## config.mk

```make
export PLATFORM = sky130hd
export DESIGN_NAME = lru_key_value_cache_unit
export DESIGN_NICKNAME = d
export VERILOG_FILES = /design/src/hdl/lkvc_pkg.sv /design/src/hdl/lru_key_value_cache_unit.sv
export SDC_FILE = /design/constraint.sdc
export NUM_CORES = 1
export LEC_CHECK = 0
export ABC_AREA = 1
export ABC_CLOCK_PERIOD_IN_PS = 12100
export BUFFER_PORTS_ARGS = -buffer_cell sky130_fd_sc_hd__buf_2
export CORE_ASPECT_RATIO = 1.5
export CORE_MARGIN = 3
export CORE_UTILIZATION = 60
export DETAILED_ROUTE_END_ITERATION = 8
export HOLD_SLACK_MARGIN = 0.06
export MAX_ROUTING_LAYER = met4
export PLACE_DENSITY_LB_ADDON = 0.08
export SYNTH_ARGS = -nofsm -noshare
export SYNTH_HDL_FRONTEND = slang
export SYNTH_SLANG_ARGS = --single-unit
```

## constraint.sdc

```tcl
create_clock -name i_clk -period 12.1 [get_ports i_clk]
set_clock_uncertainty 0.05 [all_clocks]
set_input_delay 2.42 -clock i_clk [delete_from_list [all_inputs] [get_ports i_clk]]
set_output_delay 2.42 -clock i_clk [all_outputs]
set_load 0.02 [all_outputs]
```

## src/hdl/lkvc_pkg.sv

```systemverilog
// Package for the LRU key-value cache: sizes, derived widths and opcodes.
// No dependencies; imported by lru_key_value_cache_unit.
package lkvc_pkg;

    localparam int ENTRIES    = 8;
    localparam int KEY_BITS   = 32;
    localparam int VALUE_BITS = 32;
    localparam int CAP_BITS   = 4;

    localparam int IDX_W = (ENTRIES > 1) ? $clog2(ENTRIES) : 1;
    localparam int CNT_W = $clog2(ENTRIES + 1);
    localparam int CMP_W = (CNT_W > CAP_BITS) ? CNT_W : CAP_BITS;

    typedef enum logic [0:0] {
        OP_GET = 1'b0,
        OP_SET = 1'b1
    } t_opcode;

    typedef logic [IDX_W-1:0]      t_idx;
    typedef logic [KEY_BITS-1:0]   t_key;
    typedef logic [VALUE_BITS-1:0] t_value;

endpackage

```

## src/hdl/lru_key_value_cache_unit.sv

```systemverilog
// Fully associative key-value cache with least-recently-used replacement.
// Throughput: one transaction per cycle while the output register is free; lookup,
// rank ageing and write happen in the same cycle; the result goes to the output register.
// The output register frees its slot in the same cycle as it is taken downstream.
// Reset (synchronous, active low) clears valid bits, ranks, fill count and output
// valid, and sets capacity to 8; stored keys and values are not cleared.
module lru_key_value_cache_unit (
    input  logic                     i_clk,
    input  logic                     i_rst_n,
    input  logic                     i_cfg_wr_en,
    input  logic [3:0]               i_cfg_wr_data,
    input  logic                     i_in_valid,
    output logic                     o_in_ready,
    input  lkvc_pkg::t_opcode        i_opcode,
    input  lkvc_pkg::t_key           i_key,
    input  lkvc_pkg::t_value         i_write_value,
    output logic                     o_out_valid,
    input  logic                     i_out_ready,
    output logic                     o_hit,
    output lkvc_pkg::t_value         o_read_value
);
    import lkvc_pkg::*;

    // Entry storage and control state
    t_key               r_key   [ENTRIES];
    t_value             r_value [ENTRIES];
    t_idx               r_rank  [ENTRIES];
    t_idx               n_rank  [ENTRIES];
    logic [ENTRIES-1:0] r_valid;
    logic [CNT_W-1:0]   r_count;
    logic [CAP_BITS-1:0] r_capacity;

    // Output register
    logic               r_out_valid;
    logic               r_out_hit;
    t_value             r_out_value;
    logic               n_out_hit;
    t_value             n_out_value;

    // Lookup and replacement signals
    logic               accept;
    logic               is_set;
    logic               hit_any;
    t_idx               hit_idx;
    t_idx               free_idx;
    t_idx               victim_idx;
    t_idx               target;
    t_idx               hit_rank;
    t_idx               oldest_rank;
    logic [CMP_W-1:0]   cap_eff;
    logic [CMP_W-1:0]   count_ext;
    logic               fill;
    logic               do_update;

    assign accept     = i_in_valid && o_in_ready;
    assign o_in_ready = !r_out_valid || i_out_ready;
    assign is_set     = (i_opcode == OP_SET);

    // Clamp capacity to 1..ENTRIES
    always_comb begin
        cap_eff = CMP_W'(r_capacity);
        if (cap_eff == '0) begin
            cap_eff = CMP_W'(1);
        end else if (cap_eff > CMP_W'(ENTRIES)) begin
            cap_eff = CMP_W'(ENTRIES);
        end
    end

    assign count_ext   = CMP_W'(r_count);
    assign fill        = count_ext < cap_eff;
    assign oldest_rank = IDX_W'(r_count - CNT_W'(1));

    // Match keys in parallel; lowest index wins each search
    always_comb begin
        hit_any    = 1'b0;
        hit_idx    = '0;
        free_idx   = '0;
        victim_idx = '0;
        for (int i = ENTRIES - 1; i >= 0; i--) begin
            if (r_valid[i] && (r_key[i] == i_key)) begin
                hit_any = 1'b1;
                hit_idx = IDX_W'(i);
            end
            if (!r_valid[i]) begin
                free_idx = IDX_W'(i);
            end
            if (r_valid[i] && (r_rank[i] == oldest_rank)) begin
                victim_idx = IDX_W'(i);
            end
        end
    end

    assign hit_rank  = r_rank[hit_idx];
    assign target    = hit_any ? hit_idx : (fill ? free_idx : victim_idx);
    assign do_update = accept && (hit_any || is_set);

    // Age entries more recent than the target; a miss ages every other valid entry
    always_comb begin
        for (int i = 0; i < ENTRIES; i++) begin
            n_rank[i] = r_rank[i];
            if (IDX_W'(i) == target) begin
                n_rank[i] = '0;
            end else if (r_valid[i] && (!hit_any || (r_rank[i] < hit_rank))) begin
                n_rank[i] = r_rank[i] + IDX_W'(1);
            end
        end
    end

    // Form the result
    always_comb begin
        n_out_hit   = hit_any;
        n_out_value = '0;
        if (hit_any && !is_set) begin
            n_out_value = r_value[hit_idx];
        end
    end

    // Hold capacity, valid bits, ranks and fill count
    always_ff @(posedge i_clk) begin
        if (!i_rst_n) begin
            r_capacity <= CAP_BITS'(8);
            r_valid    <= '0;
            r_count    <= '0;
            for (int i = 0; i < ENTRIES; i++) begin
                r_rank[i] <= '0;
            end
        end else begin
            if (i_cfg_wr_en) begin
                r_capacity <= i_cfg_wr_data;
            end
            if (do_update) begin
                for (int i = 0; i < ENTRIES; i++) begin
                    r_rank[i] <= n_rank[i];
                end
                r_valid[target] <= 1'b1;
                if (!hit_any && fill) begin
                    r_count <= r_count + CNT_W'(1);
                end
            end
        end
    end

    // Write key and value on a set
    always_ff @(posedge i_clk) begin
        if (accept && is_set) begin
            r_key[target]   <= i_key;
            r_value[target] <= i_write_value;
        end
    end

    // Advance the output register
    always_ff @(posedge i_clk) begin
        if (!i_rst_n) begin
            r_out_valid <= 1'b0;
        end else if (o_in_ready) begin
            r_out_valid <= i_in_valid;
        end
    end

    always_ff @(posedge i_clk) begin
        if (accept) begin
            r_out_hit   <= n_out_hit;
            r_out_value <= n_out_value;
        end
    end

    assign o_out_valid  = r_out_valid;
    assign o_hit        = r_out_hit;
    assign o_read_value = r_out_value;

`ifndef SYNTHESIS
    a_count_matches_valid: assert property (@(posedge i_clk) disable iff (!i_rst_n)
        CNT_W'($countones(r_valid)) == r_count)
        else $error("fill count differs from number of valid entries");

    a_count_bounded: assert property (@(posedge i_clk) disable iff (!i_rst_n)
        count_ext <= CMP_W'(ENTRIES))
        else $error("fill count above number of entries");

    a_miss_reads_zero: assert property (@(posedge i_clk) disable iff (!i_rst_n)
        (r_out_valid && !r_out_hit) |-> (r_out_value == '0))
        else $error("miss result carries a non-zero value");

    a_accept_gives_result: assert property (@(posedge i_clk) disable iff (!i_rst_n)
        accept |=> r_out_valid)
        else $error("accepted transaction produced no result");
`endif

endmodule

```

---- Word level (Yosys, flattened, before mapping) ----
Memory sizes are Yosys's and may differ from the RTL's. A register that Yosys moved wholly into a read port is not among the register bits.
Index checks and enable logic that the tools add are counted.
word-level totals
  flip-flop bits (word level) ............. 18
  bits in latches ......................... 0
  bits in writable memories ............... 536
  ROM bits ................................ 0
  input port bits ......................... 74
  output and inout port bits .............. 35
  logic and storage cells ................. 177
  memories kept ........................... 3
memory list
  memory   depth  width  read ports  clocked after memory_dff  write ports  line                            text
  r_key    8      32     8           0                         1            lru_key_value_cache_unit.sv:25  t_key r_key [ENTRIES];
  r_value  8      32     1           1                         1            lru_key_value_cache_unit.sv:26  t_value r_value [ENTRIES];
  r_rank   8      3      9           0                         8            lru_key_value_cache_unit.sv:27  t_idx r_rank [ENTRIES];
cells by class
  add/sub/neg operators ................... 10
  multipliers ............................. 0
  divide/modulo/power cells ............... 0
  magnitude comparators ................... 12
  equality and inequality tests ........... 23
  shift-type cells ........................ 0
  multiplexer cells ....................... 68
  bitwise gates (word level) .............. 9
  reductions and logical operators ........ 47
operator list
  kind                                                         number
  equality test 32 bit                                         8
  2-to-1 mux 3 bit                                             50
  logical AND 1 bit                                            30
  adder 3 x 1 -> 3 bit (second input constant)                 8
  equality test 3 bit                                          8
  less-than comparator 3 bit                                   8
  2-to-1 mux 1 bit                                             15
  equality test 3 bit (first input constant)                   4
  logical OR 1 bit                                             10
  2-to-1 mux 4 bit                                             2
  OR 1 bit                                                     8
  OR 8 bit                                                     1
  equality test 2 x 3 -> 1 bit (first input constant)          2
  adder 4 x 1 -> 4 bit (second input constant)                 1
  greater-than comparator 4 bit (second input constant)        1
  logical NOT 1 bit                                            4
  logical NOT 4 bit                                            1
  less-than comparator 3 x 4 -> 1 bit (second input constant)  1
  less-than comparator 4 bit                                   1
  demux 1 bit (select 3 bit)                                   1
  equality test 1 x 3 -> 1 bit (first input constant)          1
  >= comparator 3 x 1 -> 1 bit (second input constant)         1
  logical NOT 3 bit                                            1
  subtractor 3 x 1 -> 3 bit (second input constant)            1
  AND reduction 2 bit                                          1

---- Logic depth before layout (Yosys ltp) ----
Gate-level depths: netlist of the first run.
  depth after elaboration ................. 18
  depth in mapped cells ................... 32
  gate-level depth less buffers ........... 28

---- Worst setup path after synthesis of the first run ----
No wires, ideal clock.
  kind .................................... in2reg
  from .................................... input port i_key[21]
  to ...................................... memory r_key[0][0] (netlist bit), enable pin
  library setup time ...................... 0.487 ns
  arrival ................................. 6.922 ns
  required time ........................... 11.563 ns
  setup slack ............................. 4.642 ns
  stages on the path ...................... 16
  buffers on the path ..................... 2
  cells stage by stage .................... buf_4 inv_2 buf_4 nand2_1 nand3_1 nor4_1 nand4_2 nand2_2 nor2_2 nand2_1 a21oi_1 o21ai_1 nand2_2 inv_2 nand4_1 nor2_1
on the way
  cells in the longest elaborated chain, start to end .. 11
  elaborated cells between the ends (all ways) .. 33
  those cells by class .................... eq/ne: 8; mux: 17; reduce/logical: 8
RTL lines
  what                                                                       line                            text
  from (decl)                                                                lru_key_value_cache_unit.sv:15  input lkvc_pkg::t_key i_key,
  equality test 32 bit                                                       lru_key_value_cache_unit.sv:80  if (r_valid[i] && (r_key[i] == i_key)) begin
  logical AND 1 bit                                                          lru_key_value_cache_unit.sv:80
  2-to-1 mux 3 bit / 2-to-1 mux 1 bit (equally long branches) (8 in series)  lru_key_value_cache_unit.sv:80
  2-to-1 mux 3 bit *                                                         lru_key_value_cache_unit.sv:94  assign target = hit_any ? hit_idx : (fill ? free_idx : victim_idx);
  to (decl)                                                                  lru_key_value_cache_unit.sv:25
Mark *: on every way between the ends. The rest lies on a longest branch, timed or not.

---- Final worst setup path of the first run ----
  from .................................... input port i_key[27]
  to ...................................... memory r_key[2][27] (netlist bit), enable pin
Same word-level chain as after synthesis.

==> run summary, run 1 <==
The iteration-0 DRC count of the detailed router is 2,195. The post-route fraction of the period consumed by the critical path came out at 0.6258. For this run the aggregate overflow at the end of global routing stands at 0. The number of buffers between clock root and the deepest sink is 3.

The clock group share of total power came out at 0.407. The core footprint came out at ~46,000 sq um. The global-route usage over all layers came out at 0.3686. The average instance in the mapped netlist occupies 10.54 sq um. The count of cells along the worst hold path is 2. The number of sinks handled by clock tree synthesis is 586. The first global-routing pass estimated 130,700 um of wire. The final worst slack is 4.528 ns. The synthesized design contains 569 enable-type register cells. The fraction of layout instances using a drive strength above 1 is 0.1161. The count of final setup violators is 0.

In the final design database the tool counted approximately 2,800 nets. Of the total power, registers draw 0.521. In the routed layout, each cell is associated on average with a via count of 6.321.

The share of the core filled with cells in the final layout is 0.6682. The count of endpoints failing hold in the final timing report came to 0. The post-synthesis net count is 2,732. The count of input and output buffers came out at ~110. The cell area after technology mapping is 27,790 sq um. The path depth of the worst reg2reg path is 15. The type of the worst setup path is input pin to flop. The sequential element share of the synthesized area is 0.6271. The power density over the cells came out at 143.5 nW/um^2.

At the pin with the least slew margin, the transition time is 1.185 ns. Once placement completed, the tool counted placed cells totaling 3,254. The final route contains roughly 21,000 vias. The number of hold buffers added after CTS was 0. The site row count came out at 96. For the worst setup path, the data required time is about 12 ns. The total internal power is 3.362 mW. The initial utilization of the core area, before any placement, comes to 0.6072.

The insertion delay of the later-clocked pin in the worst-skew pair is 0.61 ns. In this run the horizontal extent of the chip is 181.7 um. The area of the die is 48,990 sq um. The shortest period the worst path allows came out at approximately 7.6 ns.

The worst hold path belongs to the class flop to flop. The number of buffers inserted by post-CTS setup repair is 0. STA classifies the critical path endpoint as a flop. The cell leakage power came out at 11.58 nW. The I/O pin total is 109.

The post-synthesis cell count is 2,637. The clock tree synthesis step divided the H-tree into 2 levels. The maximum vdd ir drop is 0.1512 mV. The count of cell types in the netlist came out at 60. The pin count of the biggest net entering global routing came out at approximately 120.

The pre-CTS setup slack came out at 3.893 ns. The layout overhead on the synthesized area came out at 10.05%. The routability-driven placement congestion ratio came out at 1.036. Dividing the detail-routed wire length by the instance count gives 26.61 um. The fraction of power spent switching nets came out at 0.2340.

The most used flip-flop cell after synthesis is edfxtp_1. After detailed routing, the total wire length is 89,240 um. The number of iterations in the first detailed-routing pass came out at 7. The maximum fanout count along the critical path came out at 71.

The number of clock buffers added by TritonCTS is 54. The clock input transition at the sequential cells of the worst setup and hold paths is 0.06 ns. The total of cells resized after clock tree synthesis is 0.

The combinational power share came out at 0.072. The count of pins over their slew limit is 0. The die is 269.6 um tall. The number of synthesized register bits is 586. In this run the tightest slew margin relative to its limit is 0.2081. The buffer type at the clock tree root is clkbuf_16. The fmax is 132.1 MHz. The count of warnings emitted by yosys came out at 0.

STA classifies the critical path startpoint as an input pin. The detailed placer's ending HPWL is approximately 58,000 um. The filler-free cell count of the finished design is 3,354. Setup repair after global routing left no endpoint under its margin.

The post-route worst hold slack is 0.4520 ns. The count of maximum capacitance violations is 0. The via count of the first global-routing pass is 21,160.

The number of antenna violations at the first check in global routing is 2. The final routed DRC violation total is 0. The TritonCTS clock tree is built. The switching power summed over all nets came out at 1.027 mW. The arrival time at the worst endpoint came out at approximately 7.8 ns. The number of routed nets with antenna violations is 0. The share of async-settable or async-resettable flops after synthesis is 0. The run finished with clean final reports. The final setup TNS is 0 ns.
[cell type report]
cell class	instances	area [sq um]
fillers	3410	15180
inverters	343	1287
flip-flops and latches	586	17430
clock buffers	63	1385
well taps	588	735.7
repair buffers	136	750.7
clock inverters	35	460.4
multi-input cells	1601	8529
diodes	2	5.005
[sequential cells by signal (all words and copies together), names as in the netlist]
register / cells
count_ext: 4
o_hit: 1
o_out_valid: 1
o_read_value: 32
r_capacity: 4
r_key: 256
r_rank: 24
r_valid: 8
r_value: 256
[power groups by stage]
stage / clock, mW / sequential [mW] / combinational [mW]
final: 1.79 / 2.28 / 0.317
after global routing: 1.88 / 2.29 / 0.338
after CTS: 1.80 / 2.28 / 0.312
after detailed placement: 0 / 2.33 / 0.310
after global placement: 0 / 2.33 / 0.304
after floorplan: 0 / 2.33 / 0.167
[metrics by stage]
step | cell area (sq um) | total power, mW
6_report | 30580 | 4.389
5_1_grt | 30580 | 4.499
4_1_cts | 30580 | 4.395
3_5_place_dp | 28730 | 2.638
3_3_place_gp | 28730 | 2.630
2_1_floorplan | 27790 | 2.496
[worst max-delay path: stages]
cell and delay [ns]:
buf_2 0.42, clkinv_1 0.61, nand2_1 0.25, nand4_1 0.11
nor2_1 0.10, nand2_1 0.05, nor2_1 0.12, nand3_1 0.16
o21ai_1 0.23, nand3_1 0.21, nand2_1 0.17, nand3_4 0.71
nand2_2 0.46, nand4_1 0.25, nor2_4 0.86, buf_4 0.57
[synth_stat cells, types with 42 or more instances]
cell type    n  share of area
nand3_1     97          0.017
o21ai_0    125          0.023
inv_1      322          0.043
nand4_1     84          0.019
a21oi_1    166          0.030
xnor2_1     47          0.015
nor2_1     208          0.028
buf_2       42         0.0076
edfxtp_1   569           0.61
o22ai_1     49          0.011
nand2_1    455          0.061
or2_2       43         0.0097
[worst paths after layout]
kind / startpoint / end / slack [ns]
max: i_key[27] / r_key[2][27] / 4.53
min: o_out_valid / o_out_valid / 0.45
max reg2reg: r_valid[0] / r_value[1][1] / 6.67
min reg2reg: o_out_valid / o_out_valid / 0.45
[cell usage in the layout, fill, tap and decap left out, drive strengths merged, types with 33 or more instances in the layout]
| cell | synthesis | final |
|---|---|---|
| nor2 | 209 | 209 |
| o21ai | 164 | 164 |
| buf | 74 | 136 |
| a31oi | 34 | 34 |
| xnor2 | 48 | 48 |
| xor2 | 34 | 34 |
| nor4 | 36 | 36 |
| nand3 | 104 | 104 |
| nand2 | 468 | 468 |
| a21oi | 175 | 175 |
| edfxtp | 569 | 569 |
| o311ai | 33 | 33 |
| nor3 | 35 | 35 |
| or2 | 46 | 46 |
| clkbuf | 33 | 63 |
| o22ai | 49 | 49 |
| inv | 340 | 342 |
| nand4 | 85 | 85 |
[cell families after synthesis]
| group | share of synthesized area |
|---|---|
| xor gates and xnor gates | 0.02611 |
| adders and majority gates | 0.009455 |
| AOI/OAI and AO/OA | 0.1014 |
| DFF | 0.6271 |
| buffers and inverters | 0.06911 |
| and+or+nand+nor | 0.1668 |
[layer usage]
layer  GRT usage  vias up  share of wire
li1            -     9457              -
met1      0.4177    10200           0.34
met2      0.6159     1193           0.50
met3     0.04143      348          0.074
met4      0.2443        0          0.084
met5           -        -              0
Power figures use the tool's default switching activity.
==> run 2, diff against run 1 <==
Settings changed: ABC_CLOCK_PERIOD_IN_PS 12100 to 7450.
Clock period 12.1 ns to 7.45 ns, I/O delays scaled along.
==> run summary, run 2 (synthesized netlist as in run 1, its figures left out) <==
The run finished with clean final reports. The shortest period the worst path allows came out at about 6 ns. The arrival time at the worst endpoint is 6.20 ns.

The cell total after placement is 3,279. The final wirelength came out at 98,910 um. After layout, the worst setup slack is around 1.5 ns.

The number of buffers between clock root and the deepest sink came out at 3. Input and output buffers added on the ports amount to 108. Setup violations remaining at the end of the flow were counted as 0. The site row count came out at 96. Traced cell by cell, the critical path runs through buf_2, inv_1, nand2_1, o21ai_0, nor2_1, nand2_1, nor2_1, nand3_1, o21ai_1, nand3_1, a21oi_4, nand3_1, a32o_1, inv_1, ha_1, inv_1, a21oi_2, nand2_1, nand2_1, nand2_1, nand2_1, a21oi_1. The tool flagged a number of max-cap violations equal to 0.

The total of cells resized after clock tree synthesis is 0. The die height is roughly 270 um. Counting stages on the worst path, the most repeated cell is nand2_1. The die is 181.7 um wide. The buffer type at the clock tree root is clkbuf_16.

The average wire per standard cell came out at 29.27 um. The filler-free cell count of the finished design is 3,379. The final setup TNS came out at 0 ns.

Final hold analysis gives a worst-case slack of 0.4657 ns. The remaining global-route overflow came out at 0. The path class of the tightest hold or removal check is flop to flop. The detailed-route via count is 21,990. The number of buffers inserted by post-CTS setup repair came out at 0. The library cell used most frequently in the layout, excluding fill and tap cells, is edfxtp_1. The dominant delay contributor by cell family on the critical path is compound AO/OA/AOI/OAI gates. CTS built an H-tree with a depth of 2. The library cells used most frequently in the layout, excluding fill and tap cells, are edfxtp_1, nand2_1, inv_1, nor2_1, a21oi_1. The net count of the finished layout is 2,840. The fill cell instance count of the final layout came out at 3,298.

TritonCTS built the clock tree. The insertion delay of the later-clocked pin in the worst-skew pair came out at 0.63 ns. The count of endpoints failing hold in the final timing report is 0.

The largest single stage delay on the critical path is 0.58 ns. The power density over the cells is 227.3 nW/um^2. The via count of the first global-routing pass came to 21,520. The sequential cell area came out at 17,430 sq um. The area of the die came out at 48,990 sq um. The cell leakage power came out at 11.63 nW. In this run the cell area measured after placement is about 29,000 sq um. The number of routed nets with antenna violations came out at 0. The worst slew slack as a fraction of its limit came out at 0.2272. Relative to the synthesized area, the layout overhead comes to 10.38%. The number of antenna violations at the first check in global routing is 6. Setup repair after global routing left no endpoint under its margin. The maximum fanout count along the critical path is 19. The number of buffers added by the clock tree synthesis step came out at 52. The count of pins over their slew limit was 0. The total area inside the core boundary comes to 45,760 sq um. The transition time of the tightest slew-check pin came out at roughly 1.2 ns. The detailed placer's ending HPWL is 65,570 um.

The fraction of layout instances using a drive strength above 1 came out at 0.1224. The final routed DRC violation total came out at 0. The count of buffer and inverter cells on the critical path is 4.

The clock net in this run drives a total of roughly 590 sinks. The post-route cell area is slightly above 30,000 sq um. The first detailed-routing pass ran for 8 iterations. The clock input transition at the sequential cells of the worst setup and hold paths is 0.07 ns. For this configuration, the core starts out at a cell density of 0.6072.

The post-route fraction of the period consumed by the critical path is 0.8046. The pre-CTS setup slack came out at just over 1 ns. The share of the core filled with cells in the final layout is 0.6703. The iteration-0 DRC count of the detailed router came out at 2,883. The critical path launch point type is an input pin.

The global-route wire length before repair is between 100,000 and 150,000 um. The number of hold buffers added after cts came out at 0. Summing internal, switching and leakage power gives roughly 7.0 mW. The fmax came out at roughly 170 MHz. The I/O pin total is 109. The worst-case IR drop observed on VDD is around 0.22 mV.

STA puts the critical path data required time at between 7 and 8 ns. The routability-driven placement congestion ratio came out at approximately 1.1. The largest individual stage delay along the critical path comes from the cell inv_1.

The post-detailed-route via-to-cell ratio came out at around 6.5. The sort of element at the end of the critical path is a flop. For this run, the total global-route usage over all layers was measured as 0.4042. The pin count of the biggest net entering global routing is 185. The multi-input combinational cells in the finished layout cover a total of 8529 sq um. The critical path is of the input pin to flop type.
-- run 2: tightest hold or removal path: stages, from the launching register on --
cell and delay (ns):
dfxtp_1 0.31, nand2_1 0.09, a21oi_1 0.07
-- run 2: metal layers --
| layer | GRT usage | vias to the layer above | part of all wire |
|---|---|---|---|
| li1 | - | 9493 | - |
| met1 | 0.4424 | 10530 | 0.32 |
| met2 | 0.6731 | 1540 | 0.50 |
| met3 | 0.06370 | 434 | 0.087 |
| met4 | 0.2800 | 0 | 0.091 |
| met5 | - | - | 0 |
-- run 2: final cells by class --
cell class | instances | area share
Antenna cell | 5 | 0.0004079
Clock buffer | 64 | 0.04487
Clock inverter | 31 | 0.01036
Inverter | 343 | 0.04197
Multi-Input combinational cell | 1601 | 0.2781
Sequential cell | 586 | 0.5681
Tap cell | 588 | 0.02398
Timing Repair Buffer | 161 | 0.03222
-- run 2: final timing paths --
path	startpoint	endpoint	slack (ns)	cells after the start
max	i_key[1]	r_rank[2][0]	1.46	22
min	o_out_valid	o_out_valid	0.47	2
max reg2reg	r_key[6][8]	r_rank[2][0]	2.62	20
min reg2reg	o_out_valid	o_out_valid	0.47	2
-- run 2: where the power goes --
group | total [mW] | internal [mW] | switching (mW)
Combinational | 0.534 | 0.137 | 0.398
Sequential | 3.71 | 3.67 | 0.0395
Clock | 2.73 | 1.46 | 1.26
